### src/design/assert_macros.svh
`ifndef ASSERT_MACROS_SVH
`define ASSERT_MACROS_SVH

// antecedent holds in a cycle, consequent holds in the same cycle
`define ASSERT_SAME(lbl, clk, rst_n, ante, cons) \
  lbl: assert property (@(posedge clk) disable iff (!(rst_n)) (ante) |-> (cons)) \
    else $error("assertion failed");

// antecedent holds in a cycle, consequent holds in the next cycle
`define ASSERT_NEXT(lbl, clk, rst_n, ante, cons) \
  lbl: assert property (@(posedge clk) disable iff (!(rst_n)) (ante) |=> (cons)) \
    else $error("assertion failed");

`endif

### src/design/hotl_pkg.sv
`default_nettype none

package hotl_pkg;

  // scan phase codes
  localparam logic [3:0] PH_START      = 4'd0;
  localparam logic [3:0] PH_LT         = 4'd1;
  localparam logic [3:0] PH_BANG       = 4'd2;
  localparam logic [3:0] PH_BANG_DASH  = 4'd3;
  localparam logic [3:0] PH_COMMENT    = 4'd4;
  localparam logic [3:0] PH_DECL       = 4'd5;
  localparam logic [3:0] PH_PI         = 4'd6;
  localparam logic [3:0] PH_NAME       = 4'd7;
  localparam logic [3:0] PH_GAP        = 4'd8;
  localparam logic [3:0] PH_SLASH      = 4'd9;
  localparam logic [3:0] PH_ATTR       = 4'd10;
  localparam logic [3:0] PH_AFTER_ATTR = 4'd11;
  localparam logic [3:0] PH_VAL_START  = 4'd12;
  localparam logic [3:0] PH_QUOTED     = 4'd13;
  localparam logic [3:0] PH_UNQUOTED   = 4'd14;
  localparam logic [3:0] PH_DONE       = 4'd15;

  // match kinds
  localparam logic [2:0] KIND_NONE    = 3'd0;
  localparam logic [2:0] KIND_TAG     = 3'd1;
  localparam logic [2:0] KIND_COMMENT = 3'd2;
  localparam logic [2:0] KIND_DECL    = 3'd3;
  localparam logic [2:0] KIND_PI      = 3'd4;

  localparam logic [2:0] SEEN_MAX = 3'd7;

  // characters
  localparam logic [7:0] CH_LT     = 8'h3C;
  localparam logic [7:0] CH_GT     = 8'h3E;
  localparam logic [7:0] CH_BANG   = 8'h21;
  localparam logic [7:0] CH_QMARK  = 8'h3F;
  localparam logic [7:0] CH_SLASH  = 8'h2F;
  localparam logic [7:0] CH_EQ     = 8'h3D;
  localparam logic [7:0] CH_BTICK  = 8'h60;
  localparam logic [7:0] CH_DASH   = 8'h2D;
  localparam logic [7:0] CH_DOT    = 8'h2E;
  localparam logic [7:0] CH_UNDER  = 8'h5F;
  localparam logic [7:0] CH_COLON  = 8'h3A;
  localparam logic [7:0] CH_DQUOTE = 8'h22;
  localparam logic [7:0] CH_SQUOTE = 8'h27;

  typedef struct packed {
    logic       hit;
    logic [2:0] kind;
  } verdict_t;

  function automatic logic is_ws(input logic [7:0] c);
    return c inside {8'h20, 8'h09, 8'h0A, 8'h0B, 8'h0C, 8'h0D};
  endfunction

  function automatic logic name_first(input logic [7:0] c);
    return (c == CH_UNDER) || (c == CH_COLON) || (c inside {[8'h41:8'h5A]})
        || (c inside {[8'h61:8'h7A]});
  endfunction

  function automatic logic name_rest(input logic [7:0] c);
    return name_first(c) || (c == CH_DASH) || (c == CH_DOT) || (c inside {[8'h30:8'h39]});
  endfunction

endpackage

`default_nettype wire

### src/design/html_open_tag_line_recognizer.sv
// a line's verdict appears on the output in the cycle after its last byte is accepted
// throughput: one byte per cycle; a byte stalls only while a finished verdict is not taken
// the per-byte scan state machine and the single output register set this timing
// reset (asynchronous, active low) returns the scanner to the start of a line
// and empties the output register
`default_nettype none

module html_open_tag_line_recognizer (
  input  wire logic       clk_i,
  input  wire logic       rst_ni,
  input  wire logic       in_valid_i,
  output logic            in_ready_o,
  input  wire logic [7:0] line_byte_i,
  input  wire logic       end_of_line_i,
  output logic            out_valid_o,
  input  wire logic       out_ready_i,
  output logic            is_open_tag_o,
  output logic [2:0]      match_kind_o
);
  import hotl_pkg::*;

  logic     accept;
  logic     space;
  logic     verdict_valid;
  verdict_t verdict;

  assign in_ready_o = space;
  assign accept     = in_valid_i && space;

  hotl_scanner u_scanner (
    .clk_i           (clk_i),
    .rst_ni          (rst_ni),
    .accept_i        (accept),
    .line_byte_i     (line_byte_i),
    .end_of_line_i   (end_of_line_i),
    .verdict_o       (verdict),
    .verdict_valid_o (verdict_valid)
  );

  hotl_out_reg u_out_reg (
    .clk_i         (clk_i),
    .rst_ni        (rst_ni),
    .load_i        (verdict_valid),
    .verdict_i     (verdict),
    .space_o       (space),
    .out_valid_o   (out_valid_o),
    .out_ready_i   (out_ready_i),
    .is_open_tag_o (is_open_tag_o),
    .match_kind_o  (match_kind_o)
  );

endmodule

`default_nettype wire

### src/design/hotl_scanner.sv
`default_nettype none

module hotl_scanner (
  input  wire logic              clk_i,
  input  wire logic              rst_ni,
  input  wire logic              accept_i,
  input  wire logic [7:0]        line_byte_i,
  input  wire logic              end_of_line_i,
  output hotl_pkg::verdict_t     verdict_o,
  output logic                   verdict_valid_o
);
  import hotl_pkg::*;

  `include "assert_macros.svh"

  logic [3:0]  phase_q, phase_d;
  logic [2:0]  seen_q, seen_d;
  logic [15:0] recent_q;
  logic [23:0] recent_d;
  logic        quote_single_q, quote_single_d;
  logic [2:0]  decided_q, decided_d;

  logic [7:0]  c;
  logic [3:0]  gap_phase;
  logic [2:0]  gap_kind;
  logic [2:0]  kind;

  assign c = line_byte_i;

  // byte where whitespace, attribute name, '>' or '/>' may follow
  always_comb begin
    gap_kind = KIND_NONE;
    if (is_ws(c)) begin
      gap_phase = PH_GAP;
    end else if (c == CH_GT) begin
      gap_phase = PH_DONE;
      gap_kind  = KIND_TAG;
    end else if (c == CH_SLASH) begin
      gap_phase = PH_SLASH;
    end else if (name_first(c)) begin
      gap_phase = PH_ATTR;
    end else begin
      gap_phase = PH_DONE;
    end
  end

  always_comb begin
    phase_d        = phase_q;
    decided_d      = decided_q;
    quote_single_d = quote_single_q;
    case (phase_q)
      PH_START: begin
        if (c == CH_LT) phase_d = PH_LT;
        else phase_d = PH_DONE;
      end
      PH_LT: begin
        if (c == CH_BANG) phase_d = PH_BANG;
        else if (c == CH_QMARK) phase_d = PH_PI;
        else if (name_first(c)) phase_d = PH_NAME;
        else phase_d = PH_DONE;
      end
      PH_BANG:      phase_d = (c == CH_DASH) ? PH_BANG_DASH : PH_DECL;
      PH_BANG_DASH: phase_d = (c == CH_DASH) ? PH_COMMENT : PH_DECL;
      PH_NAME: begin
        if (!name_rest(c)) begin
          phase_d = gap_phase;
          if (gap_phase == PH_DONE) decided_d = gap_kind;
        end
      end
      PH_GAP: begin
        phase_d = gap_phase;
        if (gap_phase == PH_DONE) decided_d = gap_kind;
      end
      PH_SLASH: begin
        phase_d   = PH_DONE;
        decided_d = (c == CH_GT) ? KIND_TAG : KIND_NONE;
      end
      PH_ATTR: begin
        if (name_rest(c)) begin
          phase_d = PH_ATTR;
        end else if (is_ws(c)) begin
          phase_d = PH_AFTER_ATTR;
        end else if (c == CH_EQ) begin
          phase_d = PH_VAL_START;
        end else begin
          phase_d = gap_phase;
          if (gap_phase == PH_DONE) decided_d = gap_kind;
        end
      end
      PH_AFTER_ATTR: begin
        if (is_ws(c)) begin
          phase_d = PH_AFTER_ATTR;
        end else if (c == CH_EQ) begin
          phase_d = PH_VAL_START;
        end else begin
          phase_d = gap_phase;
          if (gap_phase == PH_DONE) decided_d = gap_kind;
        end
      end
      PH_VAL_START: begin
        if (is_ws(c)) begin
          phase_d = PH_VAL_START;
        end else if (c == CH_DQUOTE) begin
          quote_single_d = 1'b0;
          phase_d        = PH_QUOTED;
        end else if (c == CH_SQUOTE) begin
          quote_single_d = 1'b1;
          phase_d        = PH_QUOTED;
        end else if (c inside {CH_EQ, CH_LT, CH_GT, CH_BTICK}) begin
          phase_d   = PH_DONE;
          decided_d = KIND_NONE;
        end else begin
          phase_d = PH_UNQUOTED;
        end
      end
      PH_QUOTED: begin
        if (c == (quote_single_q ? CH_SQUOTE : CH_DQUOTE)) phase_d = PH_GAP;
      end
      PH_UNQUOTED: begin
        if (is_ws(c) || (c inside {CH_DQUOTE, CH_SQUOTE, CH_EQ, CH_LT, CH_GT, CH_BTICK}))
        begin
          phase_d = gap_phase;
          if (gap_phase == PH_DONE) decided_d = gap_kind;
        end
      end
      default: ;
    endcase
  end

  assign seen_d   = (seen_q == SEEN_MAX) ? seen_q : seen_q + 3'd1;
  // only the two older bytes are kept, the newest is the current byte
  assign recent_d = {recent_q, c};

  // line verdict from the state after this byte
  always_comb begin
    kind = KIND_NONE;
    if (seen_d >= 3'd3) begin
      case (phase_d)
        PH_DONE: kind = decided_d;
        PH_COMMENT: begin
          if (seen_d == SEEN_MAX && recent_d == {CH_DASH, CH_DASH, CH_GT}) kind = KIND_COMMENT;
        end
        PH_DECL: begin
          if (recent_d[7:0] == CH_GT) kind = KIND_DECL;
        end
        PH_PI: begin
          if (seen_d >= 3'd4 && recent_d[15:0] == {CH_QMARK, CH_GT}) kind = KIND_PI;
        end
        default: kind = KIND_NONE;
      endcase
    end
  end

  assign verdict_o       = {(kind != KIND_NONE), kind};
  assign verdict_valid_o = accept_i && end_of_line_i;

  always_ff @(posedge clk_i or negedge rst_ni) begin
    if (!rst_ni) begin
      phase_q        <= PH_START;
      seen_q         <= 3'd0;
      recent_q       <= 16'd0;
      quote_single_q <= 1'b0;
      decided_q      <= KIND_NONE;
    end else if (accept_i) begin
      if (end_of_line_i) begin
        phase_q        <= PH_START;
        seen_q         <= 3'd0;
        recent_q       <= 16'd0;
        quote_single_q <= 1'b0;
        decided_q      <= KIND_NONE;
      end else begin
        phase_q        <= phase_d;
        seen_q         <= seen_d;
        recent_q       <= recent_d[15:0];
        quote_single_q <= quote_single_d;
        decided_q      <= decided_d;
      end
    end
  end

  `ASSERT_NEXT(a_line_end_clears, clk_i, rst_ni, accept_i && end_of_line_i,
               phase_q == PH_START && seen_q == 3'd0 && decided_q == KIND_NONE)
  `ASSERT_SAME(a_decided_only_done, clk_i, rst_ni, decided_q != KIND_NONE,
               phase_q == PH_DONE)
  `ASSERT_SAME(a_comment_needs_seven, clk_i, rst_ni,
               verdict_valid_o && kind == KIND_COMMENT, seen_d == SEEN_MAX)

endmodule

`default_nettype wire

### src/design/hotl_out_reg.sv
`default_nettype none

module hotl_out_reg (
  input  wire logic              clk_i,
  input  wire logic              rst_ni,
  input  wire logic              load_i,
  input  wire hotl_pkg::verdict_t verdict_i,
  output logic                   space_o,
  output logic                   out_valid_o,
  input  wire logic              out_ready_i,
  output logic                   is_open_tag_o,
  output logic [2:0]             match_kind_o
);
  import hotl_pkg::*;

  `include "assert_macros.svh"

  logic     valid_q;
  verdict_t data_q;

  // a waiting result blocks only when it is not being taken this cycle
  assign space_o = !valid_q || out_ready_i;

  always_ff @(posedge clk_i or negedge rst_ni) begin
    if (!rst_ni) begin
      valid_q <= 1'b0;
    end else if (load_i) begin
      valid_q <= 1'b1;
    end else if (out_ready_i) begin
      valid_q <= 1'b0;
    end
  end

  always_ff @(posedge clk_i) begin
    if (load_i) begin
      data_q <= verdict_i;
    end
  end

  assign out_valid_o   = valid_q;
  assign is_open_tag_o = data_q.hit;
  assign match_kind_o  = data_q.kind;

  `ASSERT_SAME(a_hit_matches_kind, clk_i, rst_ni, valid_q,
               is_open_tag_o == (match_kind_o != KIND_NONE))
  `ASSERT_SAME(a_kind_in_range, clk_i, rst_ni, valid_q,
               match_kind_o == KIND_NONE || match_kind_o == KIND_TAG ||
               match_kind_o == KIND_COMMENT || match_kind_o == KIND_DECL ||
               match_kind_o == KIND_PI)
  `ASSERT_SAME(a_no_overwrite, clk_i, rst_ni, load_i, space_o)

endmodule

`default_nettype wire
### config.mk
export PLATFORM = sky130hd
export DESIGN_NAME = html_open_tag_line_recognizer
export DESIGN_NICKNAME = d
export VERILOG_FILES = /design/src/design/hotl_pkg.sv /design/src/design/html_open_tag_line_recognizer.sv /design/src/design/hotl_scanner.sv /design/src/design/hotl_out_reg.sv
export VERILOG_INCLUDE_DIRS = /design/src /design/src/design
export SDC_FILE = /design/constraint.sdc
export NUM_CORES = 1
export LEC_CHECK = 0
export ABC_AREA = 1
export ABC_CLOCK_PERIOD_IN_PS = 4300
export BUFFER_PORTS_ARGS = -buffer_cell sky130_fd_sc_hd__buf_2
export CELL_PAD_IN_SITES_DETAIL_PLACEMENT = 1
export CELL_PAD_IN_SITES_GLOBAL_PLACEMENT = 2
export CORE_UTILIZATION = 36
export CTS_CLUSTER_DIAMETER = 80
export DETAILED_ROUTE_END_ITERATION = 8
export HOLD_SLACK_MARGIN = 0.1
export PLACE_DENSITY = 0.92
export REMOVE_ABC_BUFFERS = 1
export SETUP_SLACK_MARGIN = 0.2
export SLEW_MARGIN = 15
export SYNTH_ARGS = -nofsm -noshare
export SYNTH_HDL_FRONTEND = slang
export SYNTH_HIERARCHICAL = 1
export SYNTH_SLANG_ARGS = --single-unit
### constraint.sdc
create_clock -name clk_i -period 4.3 [get_ports clk_i]
set_input_delay 0.43 -clock clk_i [delete_from_list [all_inputs] [get_ports clk_i]]
set_output_delay 0.43 -clock clk_i [all_outputs]
set_load 0.005 [all_outputs]
* Word level (Yosys, flattened, before mapping) *
Cells that the tools add are included.

storage, ports and cells
  logic and storage cells = 135
  flip-flop bits (word level) = 32
  input port bits = 13
  output and inout port bits = 6

operators by class
  mux-type cells = 52
  equal/unequal tests = 41
  magnitude comparators = 8
  reductions and logical operators = 25
  add/subtract/negate cells = 1

operators by type and width
  cell                                                             count
  == test 8 x 6 -> 1 bit (second input constant)                   12
  2-to-1 mux 4 bit                                                 17
  2-to-1 mux 3 bit                                                 19
  case mux 4 bit (12 select lines)                                 1
  == test 8 x 4 -> 1 bit (second input constant)                   5
  == test 4 bit (second input constant)                            9
  == test 24 x 22 -> 1 bit (second input constant)                 1
  case mux 3 bit (7 select lines)                                  1
  == test 16 x 14 -> 1 bit (second input constant)                 1
  == test 4 x 3 -> 1 bit (second input constant)                   4
  == test 8 x 7 -> 1 bit (second input constant)                   2
  >= comparator 8 x 7 -> 1 bit (second input constant)             2
  less-or-equal comparator 8 x 7 -> 1 bit (second input constant)  2
  2-to-1 mux 16 bit                                                1
  case mux 3 bit (4 select lines)                                  1
  nonzero test 6 bit                                               2
  2-to-1 mux 1 bit                                                 10
  == test 4 x 2 -> 1 bit (second input constant)                   2
  == test 8 bit                                                    1
  >= comparator 8 x 6 -> 1 bit (second input constant)             1
  less-or-equal comparator 8 x 6 -> 1 bit (second input constant)  1
  logical OR 1 bit                                                 8
  logical AND 1 bit                                                7
  == test 3 bit (second input constant)                            2
  12 further kinds                                                 15

* Depth between registers and ports, before layout *
  depth after elaboration = 17
  mapped depth = 19
  depth with buffers taken out = 18

* Cells and area by module *
Netlist, hierarchy kept.

modules (own cells, without submodules)
  module                         cells each  area each (sq um)  seq. area each (sq um)  instances
  hotl_scanner                   354         2311.0             675.6                   1
  hotl_out_reg                   9           165.2              145.1                   1
  html_open_tag_line_recognizer  2           7.5                0.0                     1

* Worst setup path after synthesis *
No wires, ideal clock.

  path type = input-to-reg
  start = input line_byte_i[1]
  end = register u_out_reg.data_q (netlist bit u_out_reg/is_open_tag_o), data pin
  setup slack = 2.200 ns
  buffers on the path = 1
  cell stages on the path = 19
  data arrival time = 1.843 ns
  required time = 4.042 ns
  setup time = 0.258 ns
  path through = buf_4 -> inv_2 -> nand2_1 -> nand2_1 -> nand2_1 -> nand2_2 -> nand2_4 -> nor2_2 -> nand2_1 -> nand2_1 -> nand2_2 -> nand2_1 -> nand4_2 -> nand2_4 -> inv_1 -> nand3_2 -> nand3_1 -> nand2_1 -> nand3_2

RTL lines
  item                    line                                 RTL
  start: declaration      html_open_tag_line_recognizer.sv:13  input wire logic [7:0] line_byte_i,
  end signal: assignment  hotl_out_reg.sv:36                   data_q <= verdict_i;
  end: declaration        hotl_out_reg.sv:19                   verdict_t data_q;

==> impl_metrics.csv <==
group,metric,value,unit
outcome,run_status,"complete, no violations",
setup_path,cp_slowest_cell,"dfrtp_1",
power,seqPwrFrac,29.8,%
cts,post_cts_resized,0,
floorplan,core_area,6490,um^2
setup_path,endpoint_kind,"register",
routing,wl_per_cell,15.1,um
timing,fin_crit,2410,ps
cts,path_clk_slew,70,ps
final_layout,antenna_cells,0,
logic_synthesis,synth_flop_cell,"dfrtp_1",
cts,cts-root-buf,"clkbuf_8",
logic_synthesis,synth.distinct_cells,35,
power,ir_drop,215,uV
power,p_leak,1.36,nW
setup_path,worst_path_largest_cell_delay,570,ps
floorplan,ios,19,
logic_synthesis,yosysSeqAreaShare,33.0,%
cts,cts_tree,"done",
floorplan,rows,29,
logic_synthesis,synth_edf_count,4,
power,internal-power,0.000703,W
placed_design,post-dp-hpwl,5.61,mm
logic_synthesis,avgSynthCellArea,6.80,um^2
timing,setup_viol,0,
setup_path,cp_common_cell,"nand3_1",
setup_path,criticalPathCategory,"reg2reg",
routing,detail-route-antenna-nets,0,
final_layout,seq_area,821,um^2
power,pwr-share-comb,50.5,%
setup_path,cp-start-kind,"register",
timing,worstMarginPinSlew,799,ps
routing,first_pass_iters,4,
cts,cts_max_level,2,
setup_path,crit_fanout,5,
logic_synthesis,yosys_warnings,6,
power,power.switching,0.000618,W
floorplan,die_width,85.1,um
floorplan,start_util,38.2,%
routing,route.detailed.drc,0,
placed_design,gp_congestion,0.917,
final_layout,multi_input_area,1400,um^2
routing,routed_wirelength,6.96,mm
cts,holdBufCountCts,0,
cts,numCtsBuffers,5,
timing,clock.fmax,0.415,GHz
floorplan,die-height,85.1,um
routing,vias,2441,
logic_synthesis,syn_inst,365,
logic_synthesis,synth_area,2480,um^2
power,p_total,0.00132,W
cts,cts_buffer_depth,2,
global_route,first_global_vias,2524,
routing,drtIter0Drc,82,
cts,clock-sinks,32,
final_layout,fin_nets,398,
final_layout,nFillCells,870,
cts,clkLatencyLatePin,280,ps
power,swShare,46.8,%
routing,drt-vias-per-instance,5.28,
final_layout,syn2layout_area_growth,10.6,%
timing,period_share,56.0,%
timing,final-max-slew-violation-count,0,
cts,post_cts_buffers,0,
setup_path,crit_required,4330,ps
power,p_clk_share,19.7,%
job,maxCapViolCount,0,
power,p_per_area,481,nW/um^2
global_route,antenna_found_initial,0,
setup_path,r2r_slack,1890,ps
logic_synthesis,ys_ff_latch,32,
final_layout,drive_above_1_share,22.6,%
timing,finalSetupTns,0,ps
timing,max_slew_margin,46.6,%
global_route,grt-ovfl-total,0,
setup_path,timing.critical_path.buf_inv,2,
floorplan,die-area,7240,um^2
timing,hold_viol_final,0,
timing,clock_skew,6.58,ps
setup_path,cp_cell_sequence,"nand2_2 -> clkinv_2 -> nand2_2 -> nand3_2 -> inv_2 -> nand2_4 -> nand3_1 -> nor2_1 -> nand4_1 -> nor2_1 -> nor2_2 -> nand3_1 -> nand3_1 -> nand2_1 -> nand3_2",
placed_design,io_buffers,18,
global_route,grt_pass1_wl,11.8,mm
setup_path,cp_data_arrival_time,2440,ps
timing,rsz0062_at_grt,"no",
global_route,grtUsageTotal,20.6,%
setup_path,critPathTopFamily,"simple AND/OR/NAND/NOR gates",
logic_synthesis,ys_async_sr_fraction,87.5,%
hold_path,hold_class,"in2async",
global_route,grt_max_degree,29,
==> power by group through the flow <==
| stage | combinational [W] | sequential [W] | clock (W) |
|---|---|---|---|
| CTS | 0.000667 | 0.000391 | 0.000267 |
| global placement | 0.000657 | 0.000396 | 0 |
| finish | 0.000667 | 0.000394 | 0.000261 |
| detailed placement | 0.000663 | 0.000396 | 0 |
| floorplan | 0.000516 | 0.000384 | 0 |
| global route | 0.000738 | 0.000397 | 0.000279 |
==> logic make-up after synthesis <==
| family | after synthesis | share of synthesized area (%) |
|---|---|---|
| AND/OR/NAND/NOR | 214 | 43.7 |
| adder cells (fa/ha/maj) | 1 | 0.504 |
| flip-flops | 32 | 33.0 |
| XOR/XNOR | 1 | 0.353 |
| AO/OA/AOI/OAI | 49 | 11.8 |
| buffers and inverters | 68 | 10.6 |
==> area by class of cell <==
class / count / area share [%]
clock inverter: 2 / 0.456
multi-input combinational: 265 / 50.9
inverter: 62 / 8.52
sequential: 32 / 29.9
tap: 77 / 3.51
timing repair buffer: 18 / 3.28
clock buffer: 6 / 3.42
==> sequential cells by signal (all words and copies together), names as in the netlist <==
signal                    count
u_out_reg/is_open_tag_o       1
u_out_reg/out_valid_o         1
u_scanner/decided_q           3
u_out_reg/match_kind_o        3
u_scanner/recent_q           16
u_scanner/phase_q             4
u_scanner/quote_single_q      1
u_scanner/seen_q              3
==> placed cells by master, fill, tap and decap left out, types with 2 or more instances in the layout <==
cell type	netlist	final
o21ai_1	3	3
nor3_1	8	8
dfrtp_1	28	28
clkinv_2	1	2
nor2_4	8	8
nor2_1	36	36
nand2_1	88	88
a21oi_1	11	11
o21ai_0	9	9
nor2_2	9	9
edfxtp_1	4	4
buf_2	0	18
nand4_1	10	10
inv_1	46	46
nand3_2	6	6
inv_2	14	14
nand2_4	6	6
nand2_2	13	13
nand3_1	27	27
o22ai_1	19	19
clkbuf_8	0	5
==> worst reg2reg max path, stage by stage, from the launching register on <==
cell and delay (ps):
dfrtp_1 570, nand2_2 130, clkinv_2 110, nand2_2 90, nand3_2 130, inv_2 50
nand2_4 80, nand3_1 70, nor2_1 190, nand4_1 150, nor2_1 210, nor2_2 70
nand3_1 100, nand3_1 70, nand2_1 90, nand3_2 60
==> layer usage <==
metal  track usage (%)  share of wire, %
met1              27.1                48
met3              2.92               3.5
met4              4.78              0.83
met2              35.9                47
met5                 0                 0
==> synthesized netlist by cell type (2+ instances only) <==
cell	instances	area, um^2
nand2_2	13	81.3
buf_1	2	7.51
o21ai_1	3	15.0
buf_4	2	15.0
nor2_2	9	56.3
inv_1	46	173
o21ai_0	9	45.0
nand3_2	6	60.1
nor2_1	36	135
nand4_1	10	62.6
edfxtp_1	4	120
nand2_1	88	330
clkbuf_1	2	7.51
nor3_1	8	40.0
a21oi_1	11	55.1
o22ai_1	19	119
dfrtp_1	28	701
nand2_4	6	67.6
nor2_4	8	90.1
inv_2	14	52.6
nand3_1	27	135
==> final timing paths <==
path                                        startpoint                 endpoint  depth (start not counted)
max in group asynchronous                       rst_ni   u_scanner/decided_q[0]                          1
min in group clk_i                         out_ready_i    u_out_reg/out_valid_o                          4
worst max register to register    u_scanner/phase_q[1]  u_out_reg/is_open_tag_o                         15
worst min register to register  u_scanner/recent_q[13]   u_scanner/recent_q[13]                          2
worst min-delay path                            rst_ni      u_scanner/seen_q[0]                          1
worst max-delay path              u_scanner/phase_q[1]  u_out_reg/is_open_tag_o                         15
==> per-stage QoR <==
stage,hold WS [ps],area [um^2],std cells,setup WS [ps],util [%]
after global routing,202,2750,462,1620,42.3
after global placement,475,2640,454,1800,40.6
after floorplan,134,2450,359,2280,-
after detailed placement,477,2640,454,1790,40.6
final,155,2750,462,1890,42.3
after CTS,175,2750,462,1930,42.3
Power figures use the tool's default switching activity.
